--- config.mk ---
export PLATFORM = sky130hd
export DESIGN_NAME = elgamal_cipher_core
export DESIGN_NICKNAME = d
export VERILOG_FILES = /design/src/sv/elg_pkg.sv /design/src/sv/elg_reduce.sv /design/src/sv/elg_mulmod.sv /design/src/sv/elgamal_cipher_core.sv
export SDC_FILE = /design/constraint.sdc
export NUM_CORES = 1
export LEC_CHECK = 0
export ABC_CLOCK_PERIOD_IN_PS = 4600
export BUFFER_PORTS_ARGS = -buffer_cell sky130_fd_sc_hd__buf_2
export CAP_MARGIN = 10
export CORE_ASPECT_RATIO = 1.5
export CORE_MARGIN = 5
export CORE_UTILIZATION = 55
export CTS_CLUSTER_SIZE = 8
export DETAILED_ROUTE_END_ITERATION = 8
export GPL_TIMING_DRIVEN = 0
export PLACE_DENSITY = 0.77
export SYNTH_ARGS = -nofsm -noshare
export SYNTH_HDL_FRONTEND = slang
export SYNTH_SLANG_ARGS = --single-unit
export TNS_END_PERCENT = 100
--- constraint.sdc ---
create_clock -name clock -period 4.6 [get_ports clock]
set_clock_uncertainty 0.1 [all_clocks]
set_input_delay 0.23 -clock clock [delete_from_list [all_inputs] [get_ports clock]]
set_output_delay 0.23 -clock clock [all_outputs]
set_load 0.01 [all_outputs]
--- src/sv/elg_pkg.sv ---
package elg_pkg;

   localparam int WIDTH = 20;
   localparam int CNT_W = $clog2(WIDTH + 1);
   localparam int IDX_W = 2;

   localparam logic [IDX_W-1:0] REG_MODULUS     = IDX_W'(0);
   localparam logic [IDX_W-1:0] REG_GENERATOR   = IDX_W'(1);
   localparam logic [IDX_W-1:0] REG_PUBLIC_KEY  = IDX_W'(2);
   localparam logic [IDX_W-1:0] REG_PRIVATE_KEY = IDX_W'(3);

   localparam logic MODE_ENCRYPT = 1'b0;
   localparam logic MODE_DECRYPT = 1'b1;

   // t is below 2*m: subtract m once if it fits
   function automatic logic [WIDTH-1:0] reduce_once(input logic [WIDTH:0] t,
                                                    input logic [WIDTH-1:0] m);
      logic [WIDTH:0] d;
      d = t - {1'b0, m};
      if (t >= {1'b0, m}) begin
         return d[WIDTH-1:0];
      end else begin
         return t[WIDTH-1:0];
      end
   endfunction

   // (a + b) mod m for a, b below m
   function automatic logic [WIDTH-1:0] add_mod(input logic [WIDTH-1:0] a,
                                                input logic [WIDTH-1:0] b,
                                                input logic [WIDTH-1:0] m);
      logic [WIDTH:0] s;
      s = {1'b0, a} + {1'b0, b};
      return reduce_once(s, m);
   endfunction

endpackage

--- src/sv/elg_reduce.sv ---
module elg_reduce (
   input  logic                      clock,
   input  logic                      reset,
   input  logic                      start,
   input  logic [elg_pkg::WIDTH-1:0] x,
   input  logic [elg_pkg::WIDTH-1:0] modulus,
   output logic                      done,
   output logic [elg_pkg::WIDTH-1:0] result
);
   import elg_pkg::*;

   logic             run_ff, run_in;
   logic [CNT_W-1:0] cnt_ff, cnt_in;
   logic [WIDTH-1:0] x_ff, x_in;
   logic [WIDTH-1:0] r_ff, r_in;

   assign done   = run_ff && (cnt_ff == '0);
   assign result = r_ff;

   // restoring remainder, one dividend bit per cycle, MSB first
   always_comb begin
      run_in = run_ff;
      cnt_in = cnt_ff;
      x_in   = x_ff;
      r_in   = r_ff;
      if (start) begin
         run_in = 1'b1;
         cnt_in = CNT_W'(WIDTH);
         x_in   = x;
         r_in   = '0;
      end else if (run_ff) begin
         if (cnt_ff == '0) begin
            run_in = 1'b0;
         end else begin
            r_in   = reduce_once({r_ff, x_ff[WIDTH-1]}, modulus);
            x_in   = {x_ff[WIDTH-2:0], 1'b0};
            cnt_in = cnt_ff - CNT_W'(1);
         end
      end
   end

   always_ff @(posedge clock) begin
      if (reset) begin
         run_ff <= 1'b0;
         cnt_ff <= '0;
      end else begin
         run_ff <= run_in;
         cnt_ff <= cnt_in;
      end
   end

   always_ff @(posedge clock) begin
      x_ff <= x_in;
      r_ff <= r_in;
   end

endmodule

--- src/sv/elg_mulmod.sv ---
module elg_mulmod (
   input  logic                      clock,
   input  logic                      reset,
   input  logic                      start,
   input  logic [elg_pkg::WIDTH-1:0] mcand,
   input  logic [elg_pkg::WIDTH-1:0] mplier,
   input  logic [elg_pkg::WIDTH-1:0] modulus,
   output logic                      done,
   output logic [elg_pkg::WIDTH-1:0] result
);
   import elg_pkg::*;

   logic             run_ff, run_in;
   logic [WIDTH-1:0] acc_ff, acc_in;
   logic [WIDTH-1:0] u_ff, u_in;
   logic [WIDTH-1:0] v_ff, v_in;

   assign done   = run_ff && (v_ff == '0);
   assign result = acc_ff;

   // add-and-double, multiplier bits LSB first; stop once no bits remain
   always_comb begin
      run_in = run_ff;
      acc_in = acc_ff;
      u_in   = u_ff;
      v_in   = v_ff;
      if (start) begin
         run_in = 1'b1;
         acc_in = '0;
         u_in   = mcand;
         v_in   = mplier;
      end else if (run_ff) begin
         if (v_ff == '0) begin
            run_in = 1'b0;
         end else begin
            if (v_ff[0]) begin
               acc_in = add_mod(acc_ff, u_ff, modulus);
            end
            u_in = add_mod(u_ff, u_ff, modulus);
            v_in = {1'b0, v_ff[WIDTH-1:1]};
         end
      end
   end

   always_ff @(posedge clock) begin
      if (reset) begin
         run_ff <= 1'b0;
      end else begin
         run_ff <= run_in;
      end
   end

   always_ff @(posedge clock) begin
      acc_ff <= acc_in;
      u_ff   <= u_in;
      v_ff   <= v_in;
   end

endmodule

--- src/sv/elgamal_cipher_core.sv ---
// Work: one operand reduction each (three for encrypt, two for decrypt) plus one
// bit-serial multiply per exponent bit, per set bit and a final one; when the modulus
// is below two the request skips all of these and goes straight to the response.
// Throughput: one request at a time; the next is taken as soon as the sequencer is idle,
// even while the previous response waits in the output register.
// Reset: synchronous, active high; modulus resets to 2, the other configuration registers to 1.
module elgamal_cipher_core (
   input  logic                          clock,
   input  logic                          reset,
   input  logic                          req_tvalid,
   output logic                          req_tready,
   input  logic [4*elg_pkg::WIDTH-1:0]   req_tdata,  // message, ephemeral_key, cipher_a, cipher_b
   input  logic                          req_tuser,  // mode
   output logic                          rsp_tvalid,
   input  logic                          rsp_tready,
   output logic [2*elg_pkg::WIDTH-1:0]   rsp_tdata,  // first_value, second_value
   input  logic                          csr_valid,
   output logic                          csr_ready,
   input  logic [elg_pkg::IDX_W-1:0]     csr_index,
   input  logic [elg_pkg::WIDTH-1:0]     csr_data
);
   import elg_pkg::*;

   typedef enum logic [7:0] {
      S_IDLE     = 8'b0000_0001,
      S_RED_OP   = 8'b0000_0010,
      S_RED_BASE = 8'b0000_0100,
      S_EXP_MUL  = 8'b0000_1000,
      S_EXP_SQR  = 8'b0001_0000,
      S_PASS_END = 8'b0010_0000,
      S_FIN_MUL  = 8'b0100_0000,
      S_DONE     = 8'b1000_0000
   } state_type;

   state_type        state_ff, state_in;
   logic             launch_ff, launch_in;
   logic             pass_ff, pass_in;
   logic             rsp_valid_ff, rsp_valid_in;

   logic [WIDTH-1:0] modulus_ff, generator_ff, public_key_ff, private_key_ff;

   logic             mode_ff, mode_in;
   logic [WIDTH-1:0] opsrc_ff, opsrc_in;
   logic [WIDTH-1:0] basesrc_ff, basesrc_in;
   logic [WIDTH-1:0] key_ff, key_in;
   logic [WIDTH-1:0] exp_ff, exp_in;
   logic [WIDTH-1:0] op_ff, op_in;
   logic [WIDTH-1:0] base_ff, base_in;
   logic [WIDTH-1:0] res_ff, res_in;
   logic [WIDTH-1:0] first_ff, first_in;
   logic [WIDTH-1:0] second_ff, second_in;
   logic [WIDTH-1:0] rsp_first_ff, rsp_first_in;
   logic [WIDTH-1:0] rsp_second_ff, rsp_second_in;

   logic             red_start, red_done;
   logic [WIDTH-1:0] red_x, red_result;
   logic             mul_start, mul_done;
   logic [WIDTH-1:0] mul_u, mul_v, mul_result;

   logic             req_fire;
   logic             out_free;
   logic [WIDTH-1:0] exp_shift;

   assign req_tready = (state_ff == S_IDLE);
   assign req_fire   = req_tvalid && req_tready;
   assign csr_ready  = 1'b1;
   assign rsp_tvalid = rsp_valid_ff;
   assign rsp_tdata  = {rsp_second_ff, rsp_first_ff};
   assign out_free   = !rsp_valid_ff || rsp_tready;
   assign exp_shift  = {1'b0, exp_ff[WIDTH-1:1]};

   always_ff @(posedge clock) begin
      if (reset) begin
         modulus_ff     <= WIDTH'(2);
         generator_ff   <= WIDTH'(1);
         public_key_ff  <= WIDTH'(1);
         private_key_ff <= WIDTH'(1);
      end else if (csr_valid && csr_ready) begin
         unique case (csr_index)
            REG_MODULUS:     modulus_ff     <= csr_data;
            REG_GENERATOR:   generator_ff   <= csr_data;
            REG_PUBLIC_KEY:  public_key_ff  <= csr_data;
            REG_PRIVATE_KEY: private_key_ff <= csr_data;
            default: ;
         endcase
      end
   end

   elg_reduce u_reduce (
      .clock   (clock),
      .reset   (reset),
      .start   (red_start),
      .x       (red_x),
      .modulus (modulus_ff),
      .done    (red_done),
      .result  (red_result)
   );

   elg_mulmod u_mulmod (
      .clock   (clock),
      .reset   (reset),
      .start   (mul_start),
      .mcand   (mul_u),
      .mplier  (mul_v),
      .modulus (modulus_ff),
      .done    (mul_done),
      .result  (mul_result)
   );

   always_comb begin
      red_x = opsrc_ff;
      if (state_ff == S_RED_BASE) begin
         if (mode_ff == MODE_DECRYPT) begin
            red_x = basesrc_ff;
         end else if (pass_ff) begin
            red_x = public_key_ff;
         end else begin
            red_x = generator_ff;
         end
      end
   end

   always_comb begin
      mul_u = res_ff;
      mul_v = base_ff;
      if (state_ff == S_EXP_SQR) begin
         mul_u = base_ff;
      end else if (state_ff == S_FIN_MUL) begin
         mul_v = op_ff;
      end
   end

   always_comb begin
      state_in      = state_ff;
      launch_in     = launch_ff;
      pass_in       = pass_ff;
      rsp_valid_in  = rsp_valid_ff;
      mode_in       = mode_ff;
      opsrc_in      = opsrc_ff;
      basesrc_in    = basesrc_ff;
      key_in        = key_ff;
      exp_in        = exp_ff;
      op_in         = op_ff;
      base_in       = base_ff;
      res_in        = res_ff;
      first_in      = first_ff;
      second_in     = second_ff;
      rsp_first_in  = rsp_first_ff;
      rsp_second_in = rsp_second_ff;
      red_start     = 1'b0;
      mul_start     = 1'b0;

      if (rsp_valid_ff && rsp_tready) begin
         rsp_valid_in = 1'b0;
      end

      unique case (state_ff)
         S_IDLE: begin
            if (req_fire) begin
               mode_in    = req_tuser;
               pass_in    = 1'b0;
               launch_in  = 1'b0;
               basesrc_in = req_tdata[3*WIDTH-1:2*WIDTH];
               first_in   = '0;
               second_in  = '0;
               if (req_tuser == MODE_DECRYPT) begin
                  opsrc_in = req_tdata[4*WIDTH-1:3*WIDTH];
                  key_in   = modulus_ff - WIDTH'(1) - private_key_ff;
               end else begin
                  opsrc_in = req_tdata[WIDTH-1:0];
                  key_in   = req_tdata[2*WIDTH-1:WIDTH];
               end
               if (modulus_ff < WIDTH'(2)) begin
                  state_in = S_DONE;
               end else begin
                  state_in = S_RED_OP;
               end
            end
         end
         S_RED_OP: begin
            if (!launch_ff) begin
               red_start = 1'b1;
               launch_in = 1'b1;
            end else if (red_done) begin
               op_in     = red_result;
               launch_in = 1'b0;
               state_in  = S_RED_BASE;
            end
         end
         S_RED_BASE: begin
            if (!launch_ff) begin
               red_start = 1'b1;
               launch_in = 1'b1;
            end else if (red_done) begin
               base_in   = red_result;
               res_in    = WIDTH'(1);
               exp_in    = key_ff;
               launch_in = 1'b0;
               if (key_ff == '0) begin
                  state_in = S_PASS_END;
               end else if (key_ff[0]) begin
                  state_in = S_EXP_MUL;
               end else begin
                  state_in = S_EXP_SQR;
               end
            end
         end
         S_EXP_MUL: begin
            if (!launch_ff) begin
               mul_start = 1'b1;
               launch_in = 1'b1;
            end else if (mul_done) begin
               res_in    = mul_result;
               launch_in = 1'b0;
               state_in  = S_EXP_SQR;
            end
         end
         S_EXP_SQR: begin
            if (!launch_ff) begin
               mul_start = 1'b1;
               launch_in = 1'b1;
            end else if (mul_done) begin
               base_in   = mul_result;
               exp_in    = exp_shift;
               launch_in = 1'b0;
               if (exp_shift == '0) begin
                  state_in = S_PASS_END;
               end else if (exp_shift[0]) begin
                  state_in = S_EXP_MUL;
               end else begin
                  state_in = S_EXP_SQR;
               end
            end
         end
         S_PASS_END: begin
            // encrypt runs a second exponentiation with the public key
            if (mode_ff == MODE_ENCRYPT && !pass_ff) begin
               first_in = res_ff;
               pass_in  = 1'b1;
               state_in = S_RED_BASE;
            end else begin
               state_in = S_FIN_MUL;
            end
         end
         S_FIN_MUL: begin
            if (!launch_ff) begin
               mul_start = 1'b1;
               launch_in = 1'b1;
            end else if (mul_done) begin
               launch_in = 1'b0;
               if (mode_ff == MODE_DECRYPT) begin
                  first_in  = mul_result;
                  second_in = '0;
               end else begin
                  second_in = mul_result;
               end
               state_in = S_DONE;
            end
         end
         S_DONE: begin
            if (out_free) begin
               rsp_first_in  = first_ff;
               rsp_second_in = second_ff;
               rsp_valid_in  = 1'b1;
               state_in      = S_IDLE;
            end
         end
         default: begin
            state_in = S_IDLE;
         end
      endcase
   end

   always_ff @(posedge clock) begin
      if (reset) begin
         state_ff     <= S_IDLE;
         launch_ff    <= 1'b0;
         pass_ff      <= 1'b0;
         rsp_valid_ff <= 1'b0;
      end else begin
         state_ff     <= state_in;
         launch_ff    <= launch_in;
         pass_ff      <= pass_in;
         rsp_valid_ff <= rsp_valid_in;
      end
   end

   always_ff @(posedge clock) begin
      mode_ff       <= mode_in;
      opsrc_ff      <= opsrc_in;
      basesrc_ff    <= basesrc_in;
      key_ff        <= key_in;
      exp_ff        <= exp_in;
      op_ff         <= op_in;
      base_ff       <= base_in;
      res_ff        <= res_in;
      first_ff      <= first_in;
      second_ff     <= second_in;
      rsp_first_ff  <= rsp_first_in;
      rsp_second_ff <= rsp_second_in;
   end

endmodule
==> results.toml <==
[place]
place_area_sq_um = 23400
io_buffer_count = 148
dpl.hpwl_um = 51500
gp_congestion = 0.993
dp_cells = 2878
dp_slack_ns = -0.257

[synthesis]
synth_area_leaders = "edfxtp_1 38%, dfxtp_1 13%, nand2_1 7.5%"
seq_area_frac_synth = 0.511
synth_most_common_cell = "nand2_1"
synth_edf_count = 280
postSynthAreaPerCell_sq_um = 9.82
syn_inst = 2224
syn_area_sq_um = 21800
synth_ff_type = "edfxtp_1"
yosys.area.top_type_share = 0.385
synthDistinctLibCells = 83
synth_common_cells = "437 x nand2_1, 280 x edfxtp_1, 233 x a21oi_1"
async_flop_share = 0
yosys_warnings = 0
postSynthNetCount = 2438
yosys_register_bits = 418
yosysTopAreaCell = "edfxtp_1"

[cells_and_area]
syn_to_final_growth_pct = 20.3
nets = 2767
drive_above_1_share = 0.124
post-route-util = 0.669
stdcell_count = 3100
stdcell_area_sq_um = 26300

[setup_path]
worstPathRequired_ns = 4.93
r2r_start = "u_mulmod.u_ff[0]"
cp_slowest_cell = "edfxtp_1"
cp_cell_sequence = "ha_2 -> fa_2 -> a211o_1 -> a21o_1 -> a311oi_2 -> buf_4 -> o211ai_1 -> a21oi_1 -> xnor2_1 -> ha_2 -> a21o_1 -> a211o_1 -> a31oi_1 -> nand3b_1 -> buf_6 -> buf_4 -> mux2i_1 -> a21oi_1"
worst_setup_path_start_kind = "register"
crit_fanout = 7
r2r-end = "u_mulmod.result[17]"
startpoint = "u_mulmod.u_ff[0]"
path_buf_inv = 3
path_depth = 18
critPathCapture = "u_mulmod.result[17]"
critical_path_class = "register to register"
cp_top_family = "compound AO/OA/AOI/OAI gates"
worst-r2r-setup-slack_ns = 0.07
critPathMaxStageDelay_ns = 0.46
cp-end-kind = "register"
cp.arrival_ns = 4.86
r2r_cells = 18

[power]
finalPower_mw = 11.2
p_leak_nw = 10.2
powerDensity_nw_per_um2 = 425
ir_worst_vdd_mv = 0.409

[timing]
fin_crit_sh = 0.986
tightest_slew_ns = 1.01
slew_headroom = 0.327
fin_ws_ns = 0.0656
timing.fmax_ghz = 0.221
slew_viol_final = 0
layout_min_cycle_time_ns = 4.53
hold_violations = 0
setup_violations = 0
rsz0062_at_grt = "yes"

[drt]
dr.pass1.iters = 7
wl_per_cell_um = 22.5
routed_via_density = 6.05
vias = 18800
ant_nets = 0
first_iter_violations = 1363
route.detailed.drc = 0
drt-total-wl_um = 69800

[floorplanning]
die_x_um = 173
row_count = 89
coreArea_sq_um = 39300
ios = 151
initial_utilization = 0.556
die-height_um = 254
dieArea_sq_um = 43900

[run]
maxCapViolCount = 0

[clock_tree]
cts.sinks = 418
clkSlewWorstSetupHoldPaths_ns = 0.05
tritoncts = "done"
cts-buffers-inserted = 58
root_buffer = "clkbuf_16"
ctsHtreeMaxLevel = 2
clk_latency_ns = 0.61
clockBufferDepth = 3

[grt]
grt_max_degree = 41
gr-total-overflow = 0
grt_pass1_wl_um = 105000
antenna_found_initial = 2
grt_pass1_vias = 19300
grt_usage = 0.307

[worst_hold_path]
hp-class = "primary input to register"
hp-start = "csr_index[1]"

[run_status]
status = "complete, no violations"
## final cells by class
cell class	instances	area, sq um
Clock buffer	101	1630
Clock inverter	3	55.1
Sequential cell	418	11200
Antenna cell	3	7.51
Inverter	81	304
Tap cell	500	626
Multi-Input combinational cell	1624	10100
Buffer	101	418
Timing Repair Buffer	269	1970
Fill cell	2986	13000
## logic make-up (layout without fill, tap and decap cells)
kind of cell | after synthesis | count (layout) | synth area share
xor gates and xnor gates | 77 | 77 | 0.0309
adders and majority gates | 106 | 106 | 0.0624
buffers and inverters | 182 | 555 | 0.0322
other | 1 | 4 | 0.000172
muxes | 98 | 98 | 0.0470
DFF | 418 | 418 | 0.511
AOI/OAI and AO/OA | 530 | 530 | 0.148
and+or+nand+nor | 812 | 812 | 0.168
## metrics by stage
step	setup TNS, ns	hold slack (ns)
after floorplan	0	0.220
after global placement	-32.77	0.301
after detailed placement	-2.24	0.305
after CTS	0	0.0498
after global routing	-0.672	0.0710
final	0	0.0835
## layout by cell type (no fill, tap or decap), types with 7 or more instances in the layout
cell type and count:
nand2_1 436, edfxtp_1 280, a21oi_1 232, buf_2 152
dfxtp_1 133, nor2_1 128, clkbuf_1 124, dlygate4sd3_1 104
ha_1 97, o21ai_0 92, inv_1 80, mux2i_1 62
clkbuf_16 59, xnor2_1 51, and2_1 47, a31oi_1 38
mux2_2 34, nor3_1 28, nor4_1 26, xor2_1 26
a21o_1 26, and3_1 26, a22o_1 24, nand3_1 22
o21a_1 16, buf_4 15, nor2b_1 13, nand4_1 12
o21bai_1 12, or3_1 11, nand3b_1 11, buf_1 9
or2_2 9, a211oi_1 8, nand2b_1 7
## worst min path at each step
stage | to | cells after the start
floorplan | u_reduce.cnt_ff[1] | 1
global placement | rsp_second_ff[2] | 0
CTS | private_key_ff[0] | 4
global route | key_ff[3] | 3
detailed placement | rsp_first_ff[18] | 0
finish | private_key_ff[0] | 4
## routing by layer
layer	share of wire	wire (um)	global-route usage	up-vias
met1	0.32	22000	0.289	8777
met3	0.067	4640	0.0580	375
met4	0.11	7910	0.290	0
li1	-	-	-	8673
met2	0.50	35200	0.553	931
met5	0	0	0	-
## tightest hold or removal path, cell delays in order
cell	delay (ns)
buf_2	0.14
and3_1	0.18
nor2_1	0.09
a211o_1	0.11
## repair_timing
action                     CTS  global route
pin swaps                    4             8
resized for setup           14            14
cloned                       0             1
hold buffers               104             0
setup endpoints to repair   20            20
hold endpoints to repair   144             0
setup buffers                3             7
## report_power, final
part	internal [mW]	switching [mW]
Clock	2.38	1.59
Combinational	1.08	1.46
Sequential	4.34	0.320
Power figures use the tool's default switching activity.
